===== config.mk =====
export PLATFORM = sky130hd
export DESIGN_NAME = packed_yuv422_to_argb_flat
export DESIGN_NICKNAME = d
export VERILOG_FILES = /design/src/yuv2argb_pkg.sv /design/src/yuv2argb_if.sv /design/src/packed_yuv422_to_argb.sv /design/src/yuv2argb_lane.sv /design/src/yuv2argb_merge.sv /design/src/flat_wrapper.sv
export VERILOG_INCLUDE_DIRS = /design/src /design/src/src
export SDC_FILE = /design/constraint.sdc
export NUM_CORES = 1
export LEC_CHECK = 0
export BUFFER_PORTS_ARGS = -buffer_cell sky130_fd_sc_hd__buf_2
export CORE_ASPECT_RATIO = 0.8
export CORE_MARGIN = 4
export CORE_UTILIZATION = 50
export CTS_CLUSTER_SIZE = 25
export DETAILED_ROUTE_END_ITERATION = 8
export PLACE_DENSITY = 0.67
export SYNTH_ARGS = -nofsm -noshare
export SYNTH_HDL_FRONTEND = slang
export SYNTH_SLANG_ARGS = --single-unit

===== constraint.sdc =====
create_clock -name clk_i -period 7.3 [get_ports clk_i]
set_clock_uncertainty 0.1 [all_clocks]
set_input_delay 1.095 -clock clk_i [delete_from_list [all_inputs] [get_ports clk_i]]
set_output_delay 1.095 -clock clk_i [all_outputs]
set_load 0.005 [all_outputs]

===== src/packed_yuv422_to_argb_defines.svh =====
// Assertion macros for the packed 4:2:2 to ARGB converter.
// No dependencies; included by the files that carry concurrent checks.
`ifndef PACKED_YUV422_TO_ARGB_DEFINES_SVH
`define PACKED_YUV422_TO_ARGB_DEFINES_SVH

`ifndef ASSERT_OFF
// check a property at each rising edge, muted while reset is active
`define Y2A_ASSERT(label, clk, rst_n, prop, msg) \
  label: assert property (@(posedge clk) disable iff (!(rst_n)) (prop)) else $error(msg);
// check a property at each rising edge, reset included
`define Y2A_ASSERT_NORST(label, clk, prop, msg) \
  label: assert property (@(posedge clk) (prop)) else $error(msg);
`else
`define Y2A_ASSERT(label, clk, rst_n, prop, msg)
`define Y2A_ASSERT_NORST(label, clk, prop, msg)
`endif

`endif


===== src/yuv2argb_pkg.sv =====
// Shared types and constants of the packed 4:2:2 to ARGB converter.
// No dependencies; imported by the interfaces and every module.
`timescale 1ns / 1ps
`default_nettype none

package yuv2argb_pkg;

  // configuration port
  localparam int CFG_IDX_W   = 2;
  localparam int CFG_DATA_W  = 14;
  localparam int FRAME_DIM_W = 14;

  typedef enum logic [CFG_IDX_W-1:0] {
    CFG_PACKING_MODE = 2'd0,
    CFG_FRAME_WIDTH  = 2'd1,
    CFG_FRAME_HEIGHT = 2'd2
  } cfg_idx_e;

  localparam logic [FRAME_DIM_W-1:0] FRAME_WIDTH_RESET  = 14'd1920;
  localparam logic [FRAME_DIM_W-1:0] FRAME_HEIGHT_RESET = 14'd1080;

  // in UYVY mode, HD matrix is chosen at or above either size
  localparam logic [FRAME_DIM_W-1:0] HD_MIN_WIDTH  = 14'd1280;
  localparam logic [FRAME_DIM_W-1:0] HD_MIN_HEIGHT = 14'd720;

  localparam int DEFAULT_MAX_WIDTH = 8192;

  // fixed-point conversion, scale 256
  localparam int COEF_W = 11;
  localparam int SUM_W  = 20;

  typedef logic signed [SUM_W-1:0] sum_t;

  localparam logic signed [COEF_W-1:0] K_LUMA     = 11'sd298;
  localparam logic signed [COEF_W-1:0] K601_R_V   = 11'sd409;
  localparam logic signed [COEF_W-1:0] K601_G_U   = 11'sd100;
  localparam logic signed [COEF_W-1:0] K601_G_V   = 11'sd208;
  localparam logic signed [COEF_W-1:0] K601_B_U   = 11'sd516;
  localparam logic signed [COEF_W-1:0] K709_R_V   = 11'sd459;
  localparam logic signed [COEF_W-1:0] K709_G_U   = 11'sd55;
  localparam logic signed [COEF_W-1:0] K709_G_V   = 11'sd136;
  localparam logic signed [COEF_W-1:0] K709_B_U   = 11'sd541;
  localparam logic signed [SUM_W-1:0]  ROUND_HALF = 20'sd128;
  localparam logic [7:0]               LUMA_OFS   = 8'd16;
  localparam logic [7:0]               CHROMA_OFS = 8'd128;

  typedef struct packed {
    logic [7:0] byte_a;
    logic [7:0] byte_b;
    logic [7:0] byte_c;
    logic [7:0] byte_d;
  } in_beat_t;

  typedef struct packed {
    logic [7:0] first_blue;
    logic [7:0] first_green;
    logic [7:0] first_red;
    logic [7:0] second_blue;
    logic [7:0] second_green;
    logic [7:0] second_red;
    logic       second_valid;
    logic       row_end;
  } out_beat_t;

  typedef struct packed {
    logic [7:0] blue;
    logic [7:0] green;
    logic [7:0] red;
  } pix_t;

  // what the product stage hands to the output stage besides pixels
  typedef struct packed {
    logic valid;
    logic second_valid;
    logic row_end;
  } stage_t;

endpackage

`default_nettype wire


===== src/yuv2argb_if.sv =====
// Valid/ready stream interfaces for the input macropixel and output pixel pair.
// Depends on yuv2argb_pkg for the beat types.
`timescale 1ns / 1ps
`default_nettype none

interface yuv2argb_in_if import yuv2argb_pkg::*; ();
  logic     valid;
  logic     ready;
  in_beat_t data;

  modport source (output valid, output data, input ready);
  modport sink (input valid, input data, output ready);
endinterface

interface yuv2argb_out_if import yuv2argb_pkg::*; ();
  logic      valid;
  logic      ready;
  out_beat_t data;

  modport source (output valid, output data, input ready);
  modport sink (input valid, input data, output ready);
endinterface

`default_nettype wire


===== src/packed_yuv422_to_argb.sv =====
// Packed 4:2:2 macropixel to two BGR pixels; uses yuv2argb_pkg, interfaces, lane, merge.
// Throughput: one macropixel beat per cycle while the output is not stalled, set by the two lanes working side by side.
// Pipeline: lane product register, then the output register.
// Reset: configuration returns to YUY2, 1920 x 1080; column to zero; pipeline empty.
`timescale 1ns / 1ps
`default_nettype none
`include "packed_yuv422_to_argb_defines.svh"

module packed_yuv422_to_argb import yuv2argb_pkg::*; #(
  parameter int MAX_WIDTH = DEFAULT_MAX_WIDTH
) (
  input  logic                  clk_i,
  input  logic                  rst_ni,
  input  logic                  cfg_we_i,
  input  logic [CFG_IDX_W-1:0]  cfg_idx_i,
  input  logic [CFG_DATA_W-1:0] cfg_data_i,
  yuv2argb_in_if.sink           in_i,
  yuv2argb_out_if.source        out_o
);

  localparam int COL_W = $clog2(MAX_WIDTH);
  localparam int CMP_W = ((COL_W > FRAME_DIM_W) ? COL_W : FRAME_DIM_W) + 2;

  logic                   mode_q;
  logic [FRAME_DIM_W-1:0] width_q, height_q;
  logic [COL_W-1:0]       col_d, col_q;
  logic                   s1_valid_d, s1_valid_q;
  logic                   s1_second_q, s1_row_end_q;
  logic                   advance;
  logic                   in_fire;
  logic                   hd;
  logic [7:0]             y0, y1, u, v;
  logic [CMP_W-1:0]       w_lim, width_ext, max_ext, x_ext;
  logic                   second_ok, last;
  stage_t                 s1;
  pix_t                   pix_first, pix_second;

  // write configuration registers
  always_ff @(posedge clk_i or negedge rst_ni) begin
    if (!rst_ni) begin
      mode_q   <= 1'b0;
      width_q  <= FRAME_WIDTH_RESET;
      height_q <= FRAME_HEIGHT_RESET;
    end else if (cfg_we_i) begin
      unique case (cfg_idx_i)
        CFG_PACKING_MODE: mode_q   <= cfg_data_i[0];
        CFG_FRAME_WIDTH:  width_q  <= cfg_data_i[FRAME_DIM_W-1:0];
        CFG_FRAME_HEIGHT: height_q <= cfg_data_i[FRAME_DIM_W-1:0];
        default: ;
      endcase
    end
  end

  // unpack the macropixel and choose the matrix
  always_comb begin
    if (mode_q) begin
      u  = in_i.data.byte_a;
      y0 = in_i.data.byte_b;
      v  = in_i.data.byte_c;
      y1 = in_i.data.byte_d;
    end else begin
      y0 = in_i.data.byte_a;
      u  = in_i.data.byte_b;
      y1 = in_i.data.byte_c;
      v  = in_i.data.byte_d;
    end
    hd = mode_q && ((width_q >= HD_MIN_WIDTH) || (height_q >= HD_MIN_HEIGHT));
  end

  // row position: saturate width, flag odd tail and row end
  always_comb begin
    width_ext = CMP_W'(width_q);
    max_ext   = CMP_W'(MAX_WIDTH);
    w_lim     = (width_ext > max_ext) ? max_ext : width_ext;
    x_ext     = CMP_W'(col_q);
    second_ok = (x_ext + CMP_W'(1)) < w_lim;
    last      = (x_ext + CMP_W'(2)) >= w_lim;
    col_d     = last ? '0 : col_q + COL_W'(2);
  end

  // accept when the product stage is empty or moving on
  assign in_i.ready = !s1_valid_q || advance;
  assign in_fire    = in_i.valid && in_i.ready;

  always_comb begin
    if (in_fire) begin
      s1_valid_d = 1'b1;
    end else if (advance) begin
      s1_valid_d = 1'b0;
    end else begin
      s1_valid_d = s1_valid_q;
    end
  end

  always_ff @(posedge clk_i or negedge rst_ni) begin
    if (!rst_ni) begin
      col_q      <= '0;
      s1_valid_q <= 1'b0;
    end else begin
      s1_valid_q <= s1_valid_d;
      if (in_fire) begin
        col_q <= col_d;
      end
    end
  end

  // carry row flags alongside the lane products
  always_ff @(posedge clk_i) begin
    if (in_fire) begin
      s1_second_q  <= second_ok;
      s1_row_end_q <= last;
    end
  end

  assign s1.valid        = s1_valid_q;
  assign s1.second_valid = s1_second_q;
  assign s1.row_end      = s1_row_end_q;

  yuv2argb_lane u_lane_first (
    .clk_i      (clk_i),
    .load_i     (in_fire),
    .hd_i       (hd),
    .luma_i     (y0),
    .chroma_u_i (u),
    .chroma_v_i (v),
    .pix_o      (pix_first)
  );

  yuv2argb_lane u_lane_second (
    .clk_i      (clk_i),
    .load_i     (in_fire),
    .hd_i       (hd),
    .luma_i     (y1),
    .chroma_u_i (u),
    .chroma_v_i (v),
    .pix_o      (pix_second)
  );

  yuv2argb_merge u_merge (
    .clk_i     (clk_i),
    .rst_ni    (rst_ni),
    .s1_i      (s1),
    .first_i   (pix_first),
    .second_i  (pix_second),
    .advance_o (advance),
    .out_o     (out_o)
  );

  // column always stays below MAX_WIDTH
  `Y2A_ASSERT_NORST(a_col_range, clk_i, CMP_W'(col_q) < CMP_W'(MAX_WIDTH), "column out of range")
  // row end returns the column to zero
  `Y2A_ASSERT(a_col_wrap, clk_i, rst_ni, (in_fire && last) |=> (col_q == '0), "column not cleared")
  // any other beat advances the column by two
  `Y2A_ASSERT(a_col_step, clk_i, rst_ni,
    (in_fire && !last) |=> (col_q == $past(col_q) + COL_W'(2)), "column step wrong")
  // a pending product beat waits while the output is blocked
  `Y2A_ASSERT(a_s1_hold, clk_i, rst_ni, (s1_valid_q && !advance) |=> s1_valid_q, "beat dropped")
  // only the last beat of a row can drop its second pixel
  `Y2A_ASSERT(a_second_tail, clk_i, rst_ni,
    (out_o.valid && !out_o.data.row_end) |-> out_o.data.second_valid, "odd tail mid-row")

endmodule

`default_nettype wire


===== src/yuv2argb_lane.sv =====
// One conversion lane: Y/U/V to clamped BGR for a single pixel.
// Registers the products on load, then sums and clamps. Depends on yuv2argb_pkg.
`timescale 1ns / 1ps
`default_nettype none

module yuv2argb_lane import yuv2argb_pkg::*; (
  input  logic       clk_i,
  input  logic       load_i,
  input  logic       hd_i,
  input  logic [7:0] luma_i,
  input  logic [7:0] chroma_u_i,
  input  logic [7:0] chroma_v_i,
  output pix_t       pix_o
);

  // floor divide by 256 and clamp to a byte
  function automatic logic [7:0] to_byte(input sum_t v);
    logic [7:0] res;
    if (v[SUM_W-1]) begin
      res = 8'd0;
    end else if (|v[SUM_W-2:16]) begin
      res = 8'hFF;
    end else begin
      res = v[15:8];
    end
    return res;
  endfunction

  logic signed [9:0]        c_y, c_u, c_v;
  logic signed [COEF_W-1:0] k_rv, k_gu, k_gv, k_bu;
  sum_t py_d, pbu_d, pgu_d, pgv_d, prv_d;
  sum_t py_q, pbu_q, pgu_q, pgv_q, prv_q;
  sum_t sum_b, sum_g, sum_r;

  // remove offsets and pick the matrix
  always_comb begin
    c_y  = $signed({2'b00, luma_i})     - $signed({2'b00, LUMA_OFS});
    c_u  = $signed({2'b00, chroma_u_i}) - $signed({2'b00, CHROMA_OFS});
    c_v  = $signed({2'b00, chroma_v_i}) - $signed({2'b00, CHROMA_OFS});
    k_rv = hd_i ? K709_R_V : K601_R_V;
    k_gu = hd_i ? K709_G_U : K601_G_U;
    k_gv = hd_i ? K709_G_V : K601_G_V;
    k_bu = hd_i ? K709_B_U : K601_B_U;
  end

  // form the products
  always_comb begin
    py_d  = sum_t'(c_y) * sum_t'(K_LUMA);
    pbu_d = sum_t'(c_u) * sum_t'(k_bu);
    pgu_d = sum_t'(c_u) * sum_t'(k_gu);
    pgv_d = sum_t'(c_v) * sum_t'(k_gv);
    prv_d = sum_t'(c_v) * sum_t'(k_rv);
  end

  // hold products for the output stage
  always_ff @(posedge clk_i) begin
    if (load_i) begin
      py_q  <= py_d;
      pbu_q <= pbu_d;
      pgu_q <= pgu_d;
      pgv_q <= pgv_d;
      prv_q <= prv_d;
    end
  end

  // sum, round and clamp each channel
  always_comb begin
    sum_b       = py_q + pbu_q + ROUND_HALF;
    sum_g       = py_q - pgu_q - pgv_q + ROUND_HALF;
    sum_r       = py_q + prv_q + ROUND_HALF;
    pix_o.blue  = to_byte(sum_b);
    pix_o.green = to_byte(sum_g);
    pix_o.red   = to_byte(sum_r);
  end

endmodule

`default_nettype wire


===== src/yuv2argb_merge.sv =====
// Output stage: joins the two lane pixels and row flags into one output beat.
// Holds the beat until taken. Depends on yuv2argb_pkg and yuv2argb_out_if.
`timescale 1ns / 1ps
`default_nettype none

module yuv2argb_merge import yuv2argb_pkg::*; (
  input  logic            clk_i,
  input  logic            rst_ni,
  input  stage_t          s1_i,
  input  pix_t            first_i,
  input  pix_t            second_i,
  output logic            advance_o,
  yuv2argb_out_if.source  out_o
);

  logic      out_valid_d, out_valid_q;
  out_beat_t beat_d, beat_q;

  // output register is free when empty or being taken
  assign advance_o = !out_valid_q || out_o.ready;

  always_comb begin
    out_valid_d         = advance_o ? s1_i.valid : out_valid_q;
    beat_d.first_blue   = first_i.blue;
    beat_d.first_green  = first_i.green;
    beat_d.first_red    = first_i.red;
    beat_d.second_blue  = second_i.blue;
    beat_d.second_green = second_i.green;
    beat_d.second_red   = second_i.red;
    beat_d.second_valid = s1_i.second_valid;
    beat_d.row_end      = s1_i.row_end;
  end

  always_ff @(posedge clk_i or negedge rst_ni) begin
    if (!rst_ni) begin
      out_valid_q <= 1'b0;
    end else begin
      out_valid_q <= out_valid_d;
    end
  end

  // capture a new beat when the product stage moves on
  always_ff @(posedge clk_i) begin
    if (advance_o && s1_i.valid) begin
      beat_q <= beat_d;
    end
  end

  assign out_o.valid = out_valid_q;
  assign out_o.data  = beat_q;

endmodule

`default_nettype wire


===== src/flat_wrapper.sv =====
// flat-port wrapper written by rule: the top's interface ports become plain ports
module packed_yuv422_to_argb_flat import yuv2argb_pkg::*;
#(
  parameter int MAX_WIDTH = DEFAULT_MAX_WIDTH
)
  (clk_i, rst_ni, cfg_we_i, cfg_idx_i, cfg_data_i, in_i_valid, in_i_data, in_i_ready, out_o_valid, out_o_data, out_o_ready);
  yuv2argb_in_if in_i_i ();
  yuv2argb_out_if out_o_i ();
  input  logic clk_i;
  input  logic rst_ni;
  input  logic cfg_we_i;
  input  logic [CFG_IDX_W-1:0] cfg_idx_i;
  input  logic [CFG_DATA_W-1:0] cfg_data_i;
  input wire logic [$bits(in_i_i.valid)-1:0] in_i_valid;
  input wire logic [$bits(in_i_i.data)-1:0] in_i_data;
  output wire logic [$bits(in_i_i.ready)-1:0] in_i_ready;
  output wire logic [$bits(out_o_i.valid)-1:0] out_o_valid;
  output wire logic [$bits(out_o_i.data)-1:0] out_o_data;
  input wire logic [$bits(out_o_i.ready)-1:0] out_o_ready;
  assign in_i_i.valid = in_i_valid;
  assign in_i_i.data = in_i_data;
  assign in_i_ready = in_i_i.ready;
  assign out_o_valid = out_o_i.valid;
  assign out_o_data = out_o_i.data;
  assign out_o_i.ready = out_o_ready;
  packed_yuv422_to_argb #(.MAX_WIDTH(MAX_WIDTH)) u_core (.clk_i(clk_i), .rst_ni(rst_ni), .cfg_we_i(cfg_we_i), .cfg_idx_i(cfg_idx_i), .cfg_data_i(cfg_data_i), .in_i(in_i_i), .out_o(out_o_i));
endmodule

==> key figures <==
Synthesis
  • Yosys cell types: 65
  • FF+latch count, synth: 196
  • Syn avg cell area: 10.42 µm²
  • Post-synthesis cell count: 2117
  • Ys flop type: edfxtp_1
  • Cell Area, Synth: roughly 22000 µm²
  • Asr flop ratio synth: 19.90%
  • Post-synth EDFFs: 157
  • Yosys Warn Count: 0
  • Sequential element share of the synthesized area: 25.83%

Placed design
  • RD Place Congestion: around 0.89
  • IO buf count: ~100
  • Detailed placer's ending HPWL: 42610 µm

Cells and area
  • Layout cell share with drive strength beyond 1: 9.362%
  • Fillers: 3769
  • Finished Core Util: roughly 55%
  • # diodes: 0
  • Fin nets: 2928
  • Commonest non-fill, non-tap cell in the layout: ha_1
  • Synth-to-Final Area Change: 8.319%
  • Most frequent cells in the layout: 505 x ha_1, 369 x inv_1, 157 x edfxtp_1

Floorplanning
  • Die Wd: roughly 240 µm
  • Row cnt: 68
  • Io pins: 105
  • Core area: 43390 µm²
  • Initial Util: 50.85%
  • Die area: ~48000 µm²
  • Die H: ~200 µm

Worst setup path
  • Crit path max fanout: 14
  • Setup crit start kind: register
  • Critical Path Sink Type: register
  • CP arrival: 6.69 ns
  • Req. time, crit path: 7.42 ns
  • Setup CP Type: reg -> reg

Detailed routing
  • Via count: roughly 15000
  • Post-route antenna net violation count: 0
  • Starting DRT DRC Count: between 1000 and 1500
  • Length of the first detailed-routing pass in iterations: 6
  • Final wirelength: 49790 µm
  • Mean number of vias per cell: between 5 and 6
  • DRC viols: 0
  • Wirelength per Cell: about 18 µm

Clock tree
  • TritonCTS buffer count: 17
  • CTS tree: yes
  • Clock slew at reported path FFs: roughly 0.080 ns
  • CTS Hold Bufs: 0
  • Clock Sinks: 196
  • Postcts setup bufs: 0
  • Clock buffer depth: 2
  • Clock Latency Late Sink: around 0.46 ns
  • Root buffer cell: clkbuf_16
  • # resized after CTS: 0
  • CTS H-tree depth: 4

Global routing
  • Largest net degree at the start of global routing: 87
  • Vias in the first global route: 15160
  • Initial antenna violation count: 0
  • First-pass GRT wire length: just over 80000 µm
  • GRT Residual Overflow: 0
  • Total global-route track usage: 21.42%

STA
  • Max-slew violations: 0
  • Slew headroom: around 24%
  • RSZ-0062 raised after global routing: no
  • Min Tclk post-route: 6.567 ns
  • Setup TNS: 0 ns
  • Endpoints failing setup: 0
  • Period Utilization, post-route: approximately nine tenths
  • Max Clock Freq: 152.3 MHz
  • Fin. Hold Viols: 0
  • Worst-Margin Slew: between 1 and 1.5 ns

Outcome
  • Status: completed

Run
  • Max-capacitance violation count: 0

Hold path
  • Hold/Removal Path Class: reg -> reg
[synth_stat cells (all sizes together), types with 20 or more instances]
cell | n | area [µm²]
nand2 | 72 | 270.3
nand3 | 20 | 100.1
nor3 | 31 | 155.2
o21ai | 65 | 325.3
nor2 | 104 | 390.4
clkbuf | 26 | 97.59
mux2 | 42 | 473.0
inv | 370 | 1389
o21a | 59 | 442.9
ha | 505 | 6319
nor2b | 25 | 156.4
edfxtp | 157 | 4715
a21oi | 84 | 420.4
a21o | 31 | 232.7
xor2 | 28 | 245.2
dfrtp | 32 | 800.8
xnor2 | 104 | 925.9
fa | 140 | 2803
[metrics by stage]
stage	area [µm²]	std cells	setup slack (ns)	hold WS (ns)
after floorplan	22100	2127	0.6539	0.3003
after global placement	23300	2771	0.8949	0.3088
after detailed placement	23300	2771	0.7332	0.3062
after CTS	23900	2803	0.6790	0.3247
after global routing	23900	2803	0.3615	0.3254
final	23900	2803	0.7325	0.3213
[layer usage]
layer  share of wire, %  wire (µm)  track usage [%]
met4                1.3        632            4.188
met2                 42      21010            31.75
met3                4.3       2146            3.061
met1                 52      26000            33.42
met5                  0          0                0
[layout make-up]
class | count | area [µm²] | area share [%]
multi-input cells | 1532 | 14930 | 62.45
flip-flops and latches | 196 | 5700 | 23.85
inverters | 371 | 1395 | 5.837
well taps | 560 | 700.7 | 2.932
repair buffers | 112 | 580.6 | 2.429
clock buffers | 18 | 429.2 | 1.796
clock inverters | 14 | 168.9 | 0.7067
[critical path, stage by stage, from the launching register on]
cell	delay, ns
dfstp_2	0.53
o211a_1	0.15
o21ai_0	0.14
a41oi_4	0.46
and2_1	0.37
inv_1	0.09
fa_1	0.49
inv_1	0.04
ha_1	0.27
inv_1	0.05
fa_1	0.53
inv_1	0.05
fa_1	0.47
ha_1	0.35
fa_1	0.47
a21o_1	0.18
a21oi_1	0.23
o21bai_1	0.09
a21oi_1	0.23
o21bai_1	0.09
a21oi_1	0.22
o21bai_1	0.09
a21o_1	0.20
a2111oi_0	0.42
[state kept, by name (all words and copies together) (netlist names), 10 cells and up]
name / count
u_core.u_merge.out_o.data: 50
u_core.u_lane_first.pbu_q: 20
u_core.u_lane_first.prv_q: 18
u_core.u_lane_first.py_q: 18
u_core.u_lane_second.py_q: 18
u_core.u_lane_first.pgu_q: 16
u_core.u_lane_first.pgv_q: 15
u_core.width_q: 14
u_core.col_q: 12
u_core.height_q: 10
[cells by family after synthesis]
logic type                 count (synthesis)  synth area share (%)
xor gates and xnor gates                 132                 5.308
other                                      2               0.03404
and+or+nand+nor                          333                 7.241
AOI/OAI and AO/OA                        349                 10.46
buffers and inverters                    399                 6.788
muxes                                     61                 3.005
adders and majority gates                645                 41.34
DFF                                      196                 25.83
[final timing paths]
path / startpoint / to / slack, ns / cells after the start
setup / recovery: u_core.height_q[5] / u_core.u_lane_first.pbu_q[18] / 0.73 / 23
hold / removal: u_core.s1_row_end_q / u_core.u_merge.out_o.data[0] / 0.32 / 0
setup reg to reg: u_core.height_q[5] / u_core.u_lane_first.pbu_q[18] / 0.73 / 23
hold reg to reg: u_core.s1_row_end_q / u_core.u_merge.out_o.data[0] / 0.32 / 0
max in group asynchronous: rst_ni / u_core.mode_q / 5.81 / 1
min in group asynchronous: rst_ni / u_core.width_q[5] / 0.66 / 1
Power is left out: the tool's default activity adds up to more than one toggle a clock period on the data nets, which glitch-free logic cannot reach.
